--- config.mk ---
export PLATFORM = sky130hd
export DESIGN_NAME = serial_command_line_matcher
export DESIGN_NICKNAME = d
export VERILOG_FILES = /design/src/design/scl_pkg.sv /design/src/design/scl_line_store.sv /design/src/design/scl_cmd_compare.sv /design/src/design/serial_command_line_matcher.sv
export SDC_FILE = /design/constraint.sdc
export NUM_CORES = 2
export LEC_CHECK = 0
export BUFFER_PORTS_ARGS = -buffer_cell sky130_fd_sc_hd__buf_2
export CELL_PAD_IN_SITES_DETAIL_PLACEMENT = 1
export CELL_PAD_IN_SITES_GLOBAL_PLACEMENT = 2
export CORE_ASPECT_RATIO = 1.4
export CORE_MARGIN = 3
export CORE_UTILIZATION = 41
export DETAILED_ROUTE_END_ITERATION = 12
export HOLD_SLACK_MARGIN = 0.02
export PLACE_DENSITY_LB_ADDON = 0.12
export REMOVE_ABC_BUFFERS = 1
export SETUP_SLACK_MARGIN = 0.3
export SLEW_MARGIN = 20
export SYNTH_ARGS = -nofsm -noshare
export SYNTH_HDL_FRONTEND = slang
export SYNTH_SLANG_ARGS = --single-unit
--- constraint.sdc ---
create_clock -name clock -period 6.4 [get_ports clock]
set_input_delay 1.28 -clock clock [delete_from_list [all_inputs] [get_ports clock]]
set_output_delay 1.28 -clock clock [all_outputs]
set_load 0.01 [all_outputs]
--- src/design/scl_pkg.sv ---
// Shared types, constants and character helpers for the command line matcher.
package scl_pkg;

   localparam int LINE_BYTES_DEF   = 64;
   localparam int MAX_COMMANDS_DEF = 6;
   localparam int CMD_CHARS_DEF    = 8;

   localparam int CHAR_W     = 8;
   localparam int CSR_IDX_W  = 3;
   localparam int CSR_DATA_W = 64;
   localparam int CMD_IDX_W  = 3;
   localparam int CMD_CNT_W  = 3;

   localparam logic [CHAR_W-1:0] TERMINATOR_RST = 8'd13;

   localparam logic [CHAR_W-1:0] CH_SPACE  = 8'h20;
   localparam logic [CHAR_W-1:0] CH_DOT    = 8'h2E;
   localparam logic [CHAR_W-1:0] CH_COMMA  = 8'h2C;
   localparam logic [CHAR_W-1:0] CH_COLON  = 8'h3A;
   localparam logic [CHAR_W-1:0] CH_EQUALS = 8'h3D;
   localparam logic [CHAR_W-1:0] CH_PRINT_LO = 8'h20;
   localparam logic [CHAR_W-1:0] CH_PRINT_HI = 8'h7E;
   localparam logic [CHAR_W-1:0] CH_LOWER_A  = 8'h61;
   localparam logic [CHAR_W-1:0] CH_LOWER_Z  = 8'h7A;
   localparam logic [CHAR_W-1:0] CASE_OFFSET = 8'h20;

   typedef enum logic [CSR_IDX_W-1:0] {
      REG_TERMINATOR = 3'd0,
      REG_CMD_COUNT  = 3'd1,
      REG_CMD_WORD0  = 3'd2
   } csr_reg_type;

   typedef enum logic [1:0] {
      OUT_EMPTY = 2'd0,
      OUT_MATCH = 2'd1,
      OUT_MISS  = 2'd2
   } outcome_type;

   typedef enum logic [2:0] {
      ST_IDLE,
      ST_SKIP,
      ST_TOKEN,
      ST_COMPARE,
      ST_DONE
   } state_type;

   typedef struct packed {
      logic wr_en;
      logic clear_all;
   } store_ctl_type;

   function automatic logic is_delim(input logic [CHAR_W-1:0] c);
      return (c == CH_SPACE) || (c == CH_DOT) || (c == CH_COMMA) ||
             (c == CH_COLON) || (c == CH_EQUALS);
   endfunction

   function automatic logic is_printable(input logic [CHAR_W-1:0] c);
      return (c >= CH_PRINT_LO) && (c <= CH_PRINT_HI);
   endfunction

   function automatic logic [CHAR_W-1:0] to_upper(input logic [CHAR_W-1:0] c);
      if ((c >= CH_LOWER_A) && (c <= CH_LOWER_Z)) begin
         return c - CASE_OFFSET;
      end
      return c;
   endfunction

endpackage

--- src/design/scl_line_store.sv ---
// Line buffer: byte memory with per-entry valid flags and a registered read port.
module scl_line_store #(
   parameter int LINE_BYTES = scl_pkg::LINE_BYTES_DEF
) (
   input  logic                                  clock,
   input  logic                                  reset,
   input  scl_pkg::store_ctl_type                ctl,
   input  logic [$clog2(LINE_BYTES+1)-1:0]       wr_addr,
   input  logic [scl_pkg::CHAR_W-1:0]            wr_data,
   input  logic [$clog2(LINE_BYTES+1)-1:0]       rd_addr,
   output logic [scl_pkg::CHAR_W-1:0]            rd_data
);
   import scl_pkg::*;

   localparam int DEPTH  = LINE_BYTES + 1;
   localparam int ADDR_W = $clog2(DEPTH);

   logic [CHAR_W-1:0] mem [DEPTH];
   logic [DEPTH-1:0]  valid_ff, valid_in;
   logic [CHAR_W-1:0] rd_mem_ff;
   logic              rd_valid_ff;
   logic [ADDR_W-1:0] mark_addr;

   // the end mark goes one past the written byte; wr_addr never exceeds LINE_BYTES-1
   assign mark_addr = wr_addr + ADDR_W'(1);

   always_comb begin
      valid_in = valid_ff;
      if (ctl.clear_all) begin
         valid_in = '0;
      end
      if (ctl.wr_en) begin
         valid_in[wr_addr]   = 1'b1;
         valid_in[mark_addr] = 1'b0;
      end
   end

   always_ff @(posedge clock) begin
      if (ctl.wr_en) begin
         mem[wr_addr] <= wr_data;
      end
      rd_mem_ff <= mem[rd_addr];
   end

   always_ff @(posedge clock) begin
      if (reset) begin
         valid_ff    <= '0;
         rd_valid_ff <= 1'b0;
      end else begin
         rd_valid_ff <= valid_ff[rd_addr];
         valid_ff    <= valid_in;
      end
   end

   assign rd_data = rd_valid_ff ? rd_mem_ff : '0;

endmodule

--- src/design/scl_cmd_compare.sv ---
// Shared compare unit: uppercased token against one command word, bounded like strncmp.
module scl_cmd_compare #(
   parameter int CMD_CHARS = scl_pkg::CMD_CHARS_DEF
) (
   input  logic [CMD_CHARS*scl_pkg::CHAR_W-1:0] tok,
   input  logic [$clog2(CMD_CHARS+1)-1:0]       tok_len,
   input  logic [scl_pkg::CSR_DATA_W-1:0]       word,
   output logic                                 hit
);
   import scl_pkg::*;

   // positions up to and including the token's terminating zero must agree
   always_comb begin
      hit = 1'b1;
      for (int k = 0; k < CMD_CHARS; k++) begin
         if ((k <= int'(tok_len)) &&
             (to_upper(tok[k*CHAR_W +: CHAR_W]) != word[k*CHAR_W +: CHAR_W])) begin
            hit = 1'b0;
         end
      end
   end

endmodule

--- src/design/serial_command_line_matcher.sv ---
// Top level: byte intake, token scan sequencer, command search and result register.
// Intake: a non-terminator byte is taken while idle, and req_ready stays high for the next one.
// A terminator starts a scan of up to LINE_BYTES+1 buffer bytes, one at a time through the
// single line store read port, then tries the command words one by one in the shared compare
// unit, then posts the result, waiting while an earlier result is still held; throughout
// that time req_ready is low.
// Reset: synchronous, clears the store's valid flags at once (no clearing pass) and all control.
module serial_command_line_matcher #(
   parameter int LINE_BYTES   = scl_pkg::LINE_BYTES_DEF,
   parameter int MAX_COMMANDS = scl_pkg::MAX_COMMANDS_DEF,
   parameter int CMD_CHARS    = scl_pkg::CMD_CHARS_DEF
) (
   input  logic                              clock,
   input  logic                              reset,
   input  logic                              req_valid,
   output logic                              req_ready,
   input  logic [scl_pkg::CHAR_W-1:0]        req_rx_byte,
   output logic                              rsp_valid,
   input  logic                              rsp_ready,
   output logic [1:0]                        rsp_outcome,
   output logic [scl_pkg::CMD_IDX_W-1:0]     rsp_cmd_index,
   output logic [scl_pkg::CHAR_W-1:0]        rsp_single_char,
   input  logic                              csr_wr_en,
   input  logic [scl_pkg::CSR_IDX_W-1:0]     csr_index,
   input  logic [scl_pkg::CSR_DATA_W-1:0]    csr_wdata
);
   import scl_pkg::*;

   localparam int ADDR_W = $clog2(LINE_BYTES + 1);
   localparam int WP_W   = $clog2(LINE_BYTES);
   localparam int LEN_W  = $clog2(CMD_CHARS + 1);
   localparam int TOK_W  = CMD_CHARS * CHAR_W;

   localparam logic [ADDR_W-1:0]    LAST_ADDR = ADDR_W'(LINE_BYTES);
   localparam logic [WP_W:0]        WP_WRAP   = (WP_W+1)'(LINE_BYTES);
   localparam logic [LEN_W-1:0]     LEN_MAX   = LEN_W'(CMD_CHARS);
   localparam logic [CMD_IDX_W-1:0] MAX_CMD   = CMD_IDX_W'(MAX_COMMANDS);

   // configuration
   logic [CHAR_W-1:0]     terminator_ff;
   logic [CMD_CNT_W-1:0]  cmd_count_ff;
   logic [CSR_DATA_W-1:0] cmd_words_ff [MAX_COMMANDS];

   // sequencer state
   state_type             state_ff, state_in;
   logic [WP_W-1:0]       wp_ff, wp_in;
   logic [ADDR_W-1:0]     pos_ff, pos_in;
   logic [TOK_W-1:0]      tok_ff, tok_in;
   logic [LEN_W-1:0]      tok_len_ff, tok_len_in;
   logic [CMD_IDX_W-1:0]  cmd_i_ff, cmd_i_in;
   outcome_type           outcome_ff, outcome_in;
   logic [CMD_IDX_W-1:0]  idx_ff, idx_in;
   logic [CHAR_W-1:0]     single_ff, single_in;
   logic                  single_sel_ff, single_sel_in;
   logic [CHAR_W-1:0]     char_ff, char_in;

   // result register
   logic                  rsp_valid_ff, rsp_valid_in;
   outcome_type           rsp_outcome_ff, rsp_outcome_in;
   logic [CMD_IDX_W-1:0]  rsp_cmd_index_ff, rsp_cmd_index_in;
   logic [CHAR_W-1:0]     rsp_single_char_ff, rsp_single_char_in;

   // datapath links
   store_ctl_type         store_ctl;
   logic [ADDR_W-1:0]     wr_addr;
   logic [CHAR_W-1:0]     wr_data;
   logic [ADDR_W-1:0]     rd_addr;
   logic [CHAR_W-1:0]     rd_data;
   logic [CSR_DATA_W-1:0] word_sel;
   logic                  hit;
   logic [CMD_IDX_W-1:0]  cmd_limit;
   logic [WP_W:0]         wp_plus;
   logic                  take_char;

   scl_line_store #(
      .LINE_BYTES(LINE_BYTES)
   ) u_store (
      .clock  (clock),
      .reset  (reset),
      .ctl    (store_ctl),
      .wr_addr(wr_addr),
      .wr_data(wr_data),
      .rd_addr(rd_addr),
      .rd_data(rd_data)
   );

   scl_cmd_compare #(
      .CMD_CHARS(CMD_CHARS)
   ) u_cmp (
      .tok    (tok_ff),
      .tok_len(tok_len_ff),
      .word   (word_sel),
      .hit    (hit)
   );

   always_comb begin
      word_sel = '0;
      for (int j = 0; j < MAX_COMMANDS; j++) begin
         if (int'(cmd_i_ff) == j) begin
            word_sel = cmd_words_ff[j];
         end
      end
   end

   assign cmd_limit = (cmd_count_ff > MAX_CMD) ? MAX_CMD : cmd_count_ff;
   assign wp_plus   = {1'b0, wp_ff} + (WP_W+1)'(1);

   always_comb begin
      state_in           = state_ff;
      wp_in              = wp_ff;
      pos_in             = pos_ff;
      tok_in             = tok_ff;
      tok_len_in         = tok_len_ff;
      cmd_i_in           = cmd_i_ff;
      outcome_in         = outcome_ff;
      idx_in             = idx_ff;
      single_in          = single_ff;
      single_sel_in      = single_sel_ff;
      char_in            = char_ff;
      rsp_valid_in       = rsp_valid_ff & ~rsp_ready;
      rsp_outcome_in     = rsp_outcome_ff;
      rsp_cmd_index_in   = rsp_cmd_index_ff;
      rsp_single_char_in = rsp_single_char_ff;
      store_ctl          = '0;
      wr_addr            = ADDR_W'(wp_ff);
      wr_data            = req_rx_byte;
      rd_addr            = '0;
      req_ready          = 1'b0;
      take_char          = 1'b0;

      case (state_ff)
         ST_IDLE: begin
            req_ready = 1'b1;
            if (req_valid) begin
               if (req_rx_byte == terminator_ff) begin
                  // store address 0 is being read this cycle for the scan
                  char_in       = req_rx_byte;
                  single_sel_in = ({1'b0, wp_ff} < (WP_W+1)'(2));
                  pos_in        = '0;
                  tok_in        = '0;
                  tok_len_in    = '0;
                  cmd_i_in      = '0;
                  state_in      = ST_SKIP;
               end else if (is_printable(req_rx_byte)) begin
                  store_ctl.wr_en = 1'b1;
                  wp_in = (wp_plus == WP_WRAP) ? '0 : wp_plus[WP_W-1:0];
               end
            end
         end
         ST_SKIP: begin
            rd_addr = (pos_ff == LAST_ADDR) ? LAST_ADDR : pos_ff + ADDR_W'(1);
            if (pos_ff == '0) begin
               single_in = single_sel_ff ? rd_data : '0;
            end
            if (rd_data == '0) begin
               outcome_in = OUT_EMPTY;
               idx_in     = '0;
               state_in   = ST_DONE;
            end else if (is_delim(rd_data)) begin
               if (pos_ff == LAST_ADDR) begin
                  outcome_in = OUT_EMPTY;
                  idx_in     = '0;
                  state_in   = ST_DONE;
               end else begin
                  pos_in = pos_ff + ADDR_W'(1);
               end
            end else begin
               take_char = 1'b1;
            end
         end
         ST_TOKEN: begin
            rd_addr = (pos_ff == LAST_ADDR) ? LAST_ADDR : pos_ff + ADDR_W'(1);
            if ((rd_data == '0) || is_delim(rd_data)) begin
               state_in = ST_COMPARE;
            end else begin
               take_char = 1'b1;
            end
         end
         ST_COMPARE: begin
            if (cmd_i_ff >= cmd_limit) begin
               outcome_in = OUT_MISS;
               idx_in     = '0;
               state_in   = ST_DONE;
            end else if (hit) begin
               outcome_in = OUT_MATCH;
               idx_in     = cmd_i_ff;
               state_in   = ST_DONE;
            end else begin
               cmd_i_in = cmd_i_ff + CMD_IDX_W'(1);
            end
         end
         ST_DONE: begin
            if (!rsp_valid_ff || rsp_ready) begin
               rsp_valid_in       = 1'b1;
               rsp_outcome_in     = outcome_ff;
               rsp_cmd_index_in   = idx_ff;
               rsp_single_char_in = single_ff;
               wp_in              = '0;
               state_in           = ST_IDLE;
               // empty line keeps the buffer and drops the terminator
               if (outcome_ff != OUT_EMPTY) begin
                  store_ctl.clear_all = 1'b1;
                  if (is_printable(char_ff)) begin
                     store_ctl.wr_en = 1'b1;
                     wr_addr         = '0;
                     wr_data         = char_ff;
                     wp_in           = WP_W'(1);
                  end
               end
            end
         end
         default: begin
            state_in = ST_IDLE;
         end
      endcase

      // token byte: keep up to CMD_CHARS of it, then stop at the cap or the store end
      if (take_char) begin
         for (int k = 0; k < CMD_CHARS; k++) begin
            if (int'(tok_len_ff) == k) begin
               tok_in[k*CHAR_W +: CHAR_W] = rd_data;
            end
         end
         tok_len_in = tok_len_ff + LEN_W'(1);
         if ((tok_len_in == LEN_MAX) || (pos_ff == LAST_ADDR)) begin
            state_in = ST_COMPARE;
         end else begin
            pos_in   = pos_ff + ADDR_W'(1);
            state_in = ST_TOKEN;
         end
      end
   end

   always_ff @(posedge clock) begin
      if (reset) begin
         state_ff      <= ST_IDLE;
         wp_ff         <= '0;
         rsp_valid_ff  <= 1'b0;
         terminator_ff <= TERMINATOR_RST;
         cmd_count_ff  <= '0;
         for (int j = 0; j < MAX_COMMANDS; j++) begin
            cmd_words_ff[j] <= '0;
         end
      end else begin
         state_ff     <= state_in;
         wp_ff        <= wp_in;
         rsp_valid_ff <= rsp_valid_in;
         if (csr_wr_en) begin
            if (csr_index == REG_TERMINATOR) begin
               terminator_ff <= csr_wdata[CHAR_W-1:0];
            end
            if (csr_index == REG_CMD_COUNT) begin
               cmd_count_ff <= csr_wdata[CMD_CNT_W-1:0];
            end
            for (int j = 0; j < MAX_COMMANDS; j++) begin
               if (int'(csr_index) == int'(REG_CMD_WORD0) + j) begin
                  cmd_words_ff[j] <= csr_wdata;
               end
            end
         end
      end
   end

   always_ff @(posedge clock) begin
      pos_ff             <= pos_in;
      tok_ff             <= tok_in;
      tok_len_ff         <= tok_len_in;
      cmd_i_ff           <= cmd_i_in;
      outcome_ff         <= outcome_in;
      idx_ff             <= idx_in;
      single_ff          <= single_in;
      single_sel_ff      <= single_sel_in;
      char_ff            <= char_in;
      rsp_outcome_ff     <= rsp_outcome_in;
      rsp_cmd_index_ff   <= rsp_cmd_index_in;
      rsp_single_char_ff <= rsp_single_char_in;
   end

   assign rsp_valid       = rsp_valid_ff;
   assign rsp_outcome     = rsp_outcome_ff;
   assign rsp_cmd_index   = rsp_cmd_index_ff;
   assign rsp_single_char = rsp_single_char_ff;

   a_rsp_from_done: assert property (@(posedge clock) disable iff (reset)
      $rose(rsp_valid_ff) |-> $past(state_ff == ST_DONE))
      else $error("result posted outside the done state");

   a_wp_range: assert property (@(posedge clock) disable iff (reset)
      {1'b0, wp_ff} < WP_WRAP)
      else $error("write position beyond line length");

   a_cmd_bound: assert property (@(posedge clock) disable iff (reset)
      (state_ff == ST_COMPARE) |-> (cmd_i_ff <= MAX_CMD))
      else $error("command search ran past the word table");

   a_idx_only_on_match: assert property (@(posedge clock) disable iff (reset)
      (rsp_valid_ff && (rsp_outcome_ff != OUT_MATCH)) |-> (rsp_cmd_index_ff == '0))
      else $error("command index set without a match");

   a_no_intake_busy: assert property (@(posedge clock) disable iff (reset)
      ((state_ff == ST_SKIP) || (state_ff == ST_TOKEN)) |-> !store_ctl.wr_en)
      else $error("store written during scan");

endmodule
# Word-level counts from Yosys, hierarchy flattened
# Memories as Yosys holds them, arrays and structs flattened. A register that Yosys moved wholly into a read port is not among the register bits.
# Cells that the tools add are included.
# word_totals
register_bits	200
output_inout_bits	15
ramBits	904
wordCells	356
inputBits	80
n_memories	2
# op_classes
eq_ne	57
reduce_logical	51
order_cmp	35
n_mux	168
bitwise_logic	11
add_sub_neg	13
# mem_list
name	words	word_bits	read_ports	rd_clocked_by_memory_dff	write_ports	line	text
u_store.mem	65	8	1	1	1	scl_line_store.sv:18	logic [CHAR_W-1:0] mem [DEPTH];
cmd_words_ff	6	64	6	0	6	serial_command_line_matcher.sv:42	logic [CSR_DATA_W-1:0] cmd_words_ff [MAX_COMMANDS];
# op_table
op	count
64-bit two-way mux	16
8-bit two-way mux	29
65-bit two-way mux	2
8-bit by 7-bit <= comparator with 1-bit output (second input constant)	10
65-bit bitwise AND	1
65-bit NOT	1
65-bit bitwise OR	1
8-bit by 7-bit greater-or-equal comparator with 1-bit output (second input constant)	8
8-bit != test	8
8-bit by 6-bit subtractor with 8-bit output (second input constant)	8
7-bit two-way mux	9
1-bit two-way mux	61
3-bit two-way mux	20
6-bit two-way mux	9
8-bit by 6-bit equality test with 1-bit output (second input constant)	5
3-bit equality test (second input constant)	9
3-bit != test (second input constant)	7
4-bit equality test (second input constant)	5
1-bit logical AND	19
8-bit by 6-bit greater-or-equal comparator with 1-bit output (second input constant)	2
3-bit by 4-bit <= comparator with 1-bit output (first input constant)	4
7-bit by 8-bit less-than comparator with 1-bit output (second input constant)	2
4-bit two-way mux	4
3-bit one-hot mux with 5 select lines	1
other kinds (44)	94

# Depth between registers and ports, before layout
# depth
depth_word	20
mapped_depth	17
ltp_nobuf	12

# Cells and area by module
# Synthesis repeated with hierarchy kept, for this count alone.
# unflattened
hier_cells	3409
hier_area_um2	47678.2
# modules_own_cells
mod	n_inst	area_per_inst_um2	cells_each	seq_area_each_um2
scl_line_store	1	23601.4	1294	17096.4
serial_command_line_matcher	1	22550.4	1898	14634.0
scl_cmd_compare	1	1526.5	217	0.0

# Worst setup path before layout
# Ideal clock, no wire load.
# synth_timing
path_type	input-to-reg
from	input csr_wr_en
to	memory cmd_words_ff[2][0], enable pin
t_required_ns	5.818
setup_ns	0.582
path_stages	2
arrival_ns	6.095
setup_slack_ns	-0.276
path_cell_list	nand2_1 -> o31ai_1
# synth_rtl
item	line	text
start, declared	serial_command_line_matcher.sv:23	input logic csr_wr_en,
end, declared	serial_command_line_matcher.sv:42	

# Final worst setup path
# layout_timing
from	register cmd_i_ff[0]
to	register idx_ff[0], enable pin
# layout_between
elab_chain_len	18
elab_cells_between_ends	38
# layout_lines
item	line	text
start, declared	serial_command_line_matcher.sv:50	logic [CMD_IDX_W-1:0] cmd_i_ff, cmd_i_in;
start signal, assigned	serial_command_line_matcher.sv:268	cmd_i_ff <= cmd_i_in;
3-bit zero test	serial_command_line_matcher.sv:99	if (int'(cmd_i_ff) == j) begin
64-bit two-way mux (6 in a row)	serial_command_line_matcher.sv:99	
8-bit != test	scl_cmd_compare.sv:17	(to_upper(tok[k*CHAR_W +: CHAR_W]) != word[k*CHAR_W +: CHAR_W])) begin
1-bit two-way mux or 1-bit logical AND (tied branches)	scl_cmd_compare.sv:16	if ((k <= int'(tok_len)) &&
1-bit two-way mux (7 in a row)	scl_cmd_compare.sv:16	
3-bit != test (no line) (*)	-	
4-bit AND reduction (no line) (*)	-	
end signal, assigned	serial_command_line_matcher.sv:270	idx_ff <= idx_in;
end, declared	serial_command_line_matcher.sv:52	logic [CMD_IDX_W-1:0] idx_ff, idx_in;
# Mark *: on every way between the ends. The rest lies on a longest branch, timed or not.
# A chain may end at the register's enable or synchronous reset.

==> results.ini <==
[grt]
top_usage_layer=met2
gr-usage-met1_pct=28.3
use_met3_pct=2.66
antenna_found_initial=4
grt_pass1_vias=32400
overflow=0
grt_pass1_wl_um=220000
grt_use_total_pct=24.9
grtUsageMet2_pct=47.1
grt_start_max_net_pins=74

[clocking]
clock_latency_ns=0.72
cts_resized=0
cts_buffers=109
cts_setup_buffers=0
h-tree-depth=3
cts_buffer_depth=3
clock-sinks=1104
ctsHoldBuffers=0
root_buffer=clkbuf_16
cts_tree=yes
clkTransAtPathRegs_ns=0.06

[power]
p_leak_uw=0.0182
power.density_mw_per_mm2=282
ir_drop_mv=0.241

[sta]
tightest_slew_ns=1.12
slew_viol_final=0
max_freq_mhz=182
rsz0062_at_grt=false
setup-violations-final=0
period_minus_slack_ns=5.50
worst_hold_slack_ns=0.434
finalHoldViolations=0
worst_slack_ns=0.898
max_slew_margin_pct=24.6
final.period_utilization_pct=86.0
finClkSkew_ns=0.0313

[die]
fp-row-count=147
io_pins=95
floorplan.initialDensity_pct=41.4
die_area_mm2=0.120
fp.dieW_um=294
core_mm2=0.115
die_h_um=409

[placed_design]
routabilityCongestion=0.832
port_buffers=94
placed_cell_area_mm2=0.0499
dp_hpwl_um=95100
pre_cts_slack_ns=0.984

[final_layout]
drive_above_1_share_pct=14.9
syn_to_final_growth_pct=12.0
fin_nets=3562
post-route-util_pct=46.4
design_area_mm2=0.0532

[critical_path]
worstSetupEndpointType=flop
worstSetupPathType=flop to flop
crit_buf_inv=2
worstPathCellList=inv_1, ha_2, nor2b_4, buf_4, a221oi_1, o21ai_0, and3_1, o22ai_1, o32a_1, a2111oi_1, nand3_1, a31oi_1
worstPathArrival_ns=5.84
cp.required_ns=6.74
path_delay_family=compound AO/OA/AOI/OAI gates
crit_fanout=26
startpoint_type=flop
worst_path_max_delay_cell=nor2b_4
max_stage_delay_ns=0.99

[logic_synthesis]
synth_top_area_cell=edfxtp_1
synthFlopType=edfxtp_1
synth_commonest_cells=edfxtp_1, and2_1, nand2_1, dfxtp_1, a21oi_1
async_flop_share_pct=0
yosysUniqueCellTypes=81
syn_area_per_cell_um2=14.0
synthCells=3390
synth_top_area_share_pct=59.3
synth_area_mm2=0.0475
yosysMostFrequentCell=edfxtp_1
synth-edff-count=938
yosysWarningCount=0
synth_area_leaders=edfxtp_1, dfxtp_1, mux4_2
synth_seq_cells=1104
seq_area_frac_synth_pct=66.3

[job]
drv_cap=0

[outcome]
status=finished clean

[drt]
routed_wl_um=150000
ant_nets=0
drtIter0Drc=1914
drc=0
vias_per_cell=5.90
vias=29700
wl_per_cell_um=29.7
drtPass1Iterations=5

[min_path]
hold_path_class=flop to flop

-- where the power goes --
group | internal (uW) | leakage (uW) | switching (uW) | total, uW
clock | 3430 | 0.00166 | 2760 | 6190
sequential | 8040 | 0.0100 | 156 | 8190
combinational | 199 | 0.00650 | 452 | 651
total | 11700 | 0.0182 | 3360 | 15000
-- state kept, by name, indices dropped and copies added, names as in the netlist, 4 cells and up --
signal and flops:
wp_ff 6, single_ff 8, terminator_ff 8, u_store.mem 512, tok_ff 64, char_ff 8
rsp_single_char 8, tok_len_ff 4, pos_ff 7, u_store.valid_ff 65, u_store.rd_mem_ff 8, cmd_words_ff 384
-- stage by stage --
step | power [uW] | instances | TNS (ns)
finish | 15000 | 5041 | 0
global route | 15500 | 5038 | 0
CTS | 15200 | 5038 | 0
detailed placement | 9000 | 4836 | 0
global placement | 8970 | 4836 | 0
floorplan | 8650 | 3175 | -74.81
-- cell type report --
type / instances / area (um2)
fill: 11400 / 61500
sequential: 1104 / 31500
multi-input combinational: 2019 / 15100
clock buffer: 146 / 3000
tap: 1490 / 1860
timing repair buffer: 171 / 1180
clock inverter: 56 / 365
inverter: 52 / 195
antenna: 3 / 7.51
-- worst paths after layout --
check / from / to / slack, ns / cells past startpoint
worst min register to register: single_ff[1] / rsp_single_char[1] / 0.43 / 0
worst max register to register: cmd_i_ff[0] / idx_ff[0] / 0.90 / 12
worst min-delay path: single_ff[1] / rsp_single_char[1] / 0.43 / 0
worst max-delay path: cmd_i_ff[0] / idx_ff[0] / 0.90 / 12
-- logic make-up (layout without fill, tap and decap cells) --
logic type	count (synthesis)	after routing	share of synthesized area, %
flip-flops	1104	1104	66.3
AND/OR/NAND/NOR	1022	1022	11.5
AO/OA/AOI/OAI	742	742	10.7
buffers and inverters	267	425	2.37
multiplexers	158	158	7.12
XOR/XNOR	72	72	1.33
adder cells (fa/ha/maj)	25	25	0.658
other	0	3	0
-- placed cells by master, fill, tap and decap left out, types with 24 or more instances in the layout --
master,Yosys,routed
edfxtp_1,938,938
and2_1,428,428
nand2_1,190,182
dfxtp_1,166,166
a21oi_1,163,163
mux4_2,144,144
nor2_1,145,138
o21ai_0,131,126
a211oi_1,122,122
clkbuf_16,0,111
nand3_1,96,95
buf_2,57,93
buf_4,6,68
inv_1,52,51
a221oi_1,40,40
xnor2_1,38,38
o22ai_1,36,36
xor2_1,34,34
nor3_1,34,30
a31oi_1,29,29
clkinv_2,0,27
clkbuf_1,136,26
nand2b_1,25,24
-- layer usage --
layer | wire length, um | up-vias
met5 | 8 | -
met4 | 6380 | 2
met3 | 5580 | 265
met2 | 81800 | 696
met1 | 55800 | 15600
li1 | - | 13200
Power figures use the tool's default switching activity.
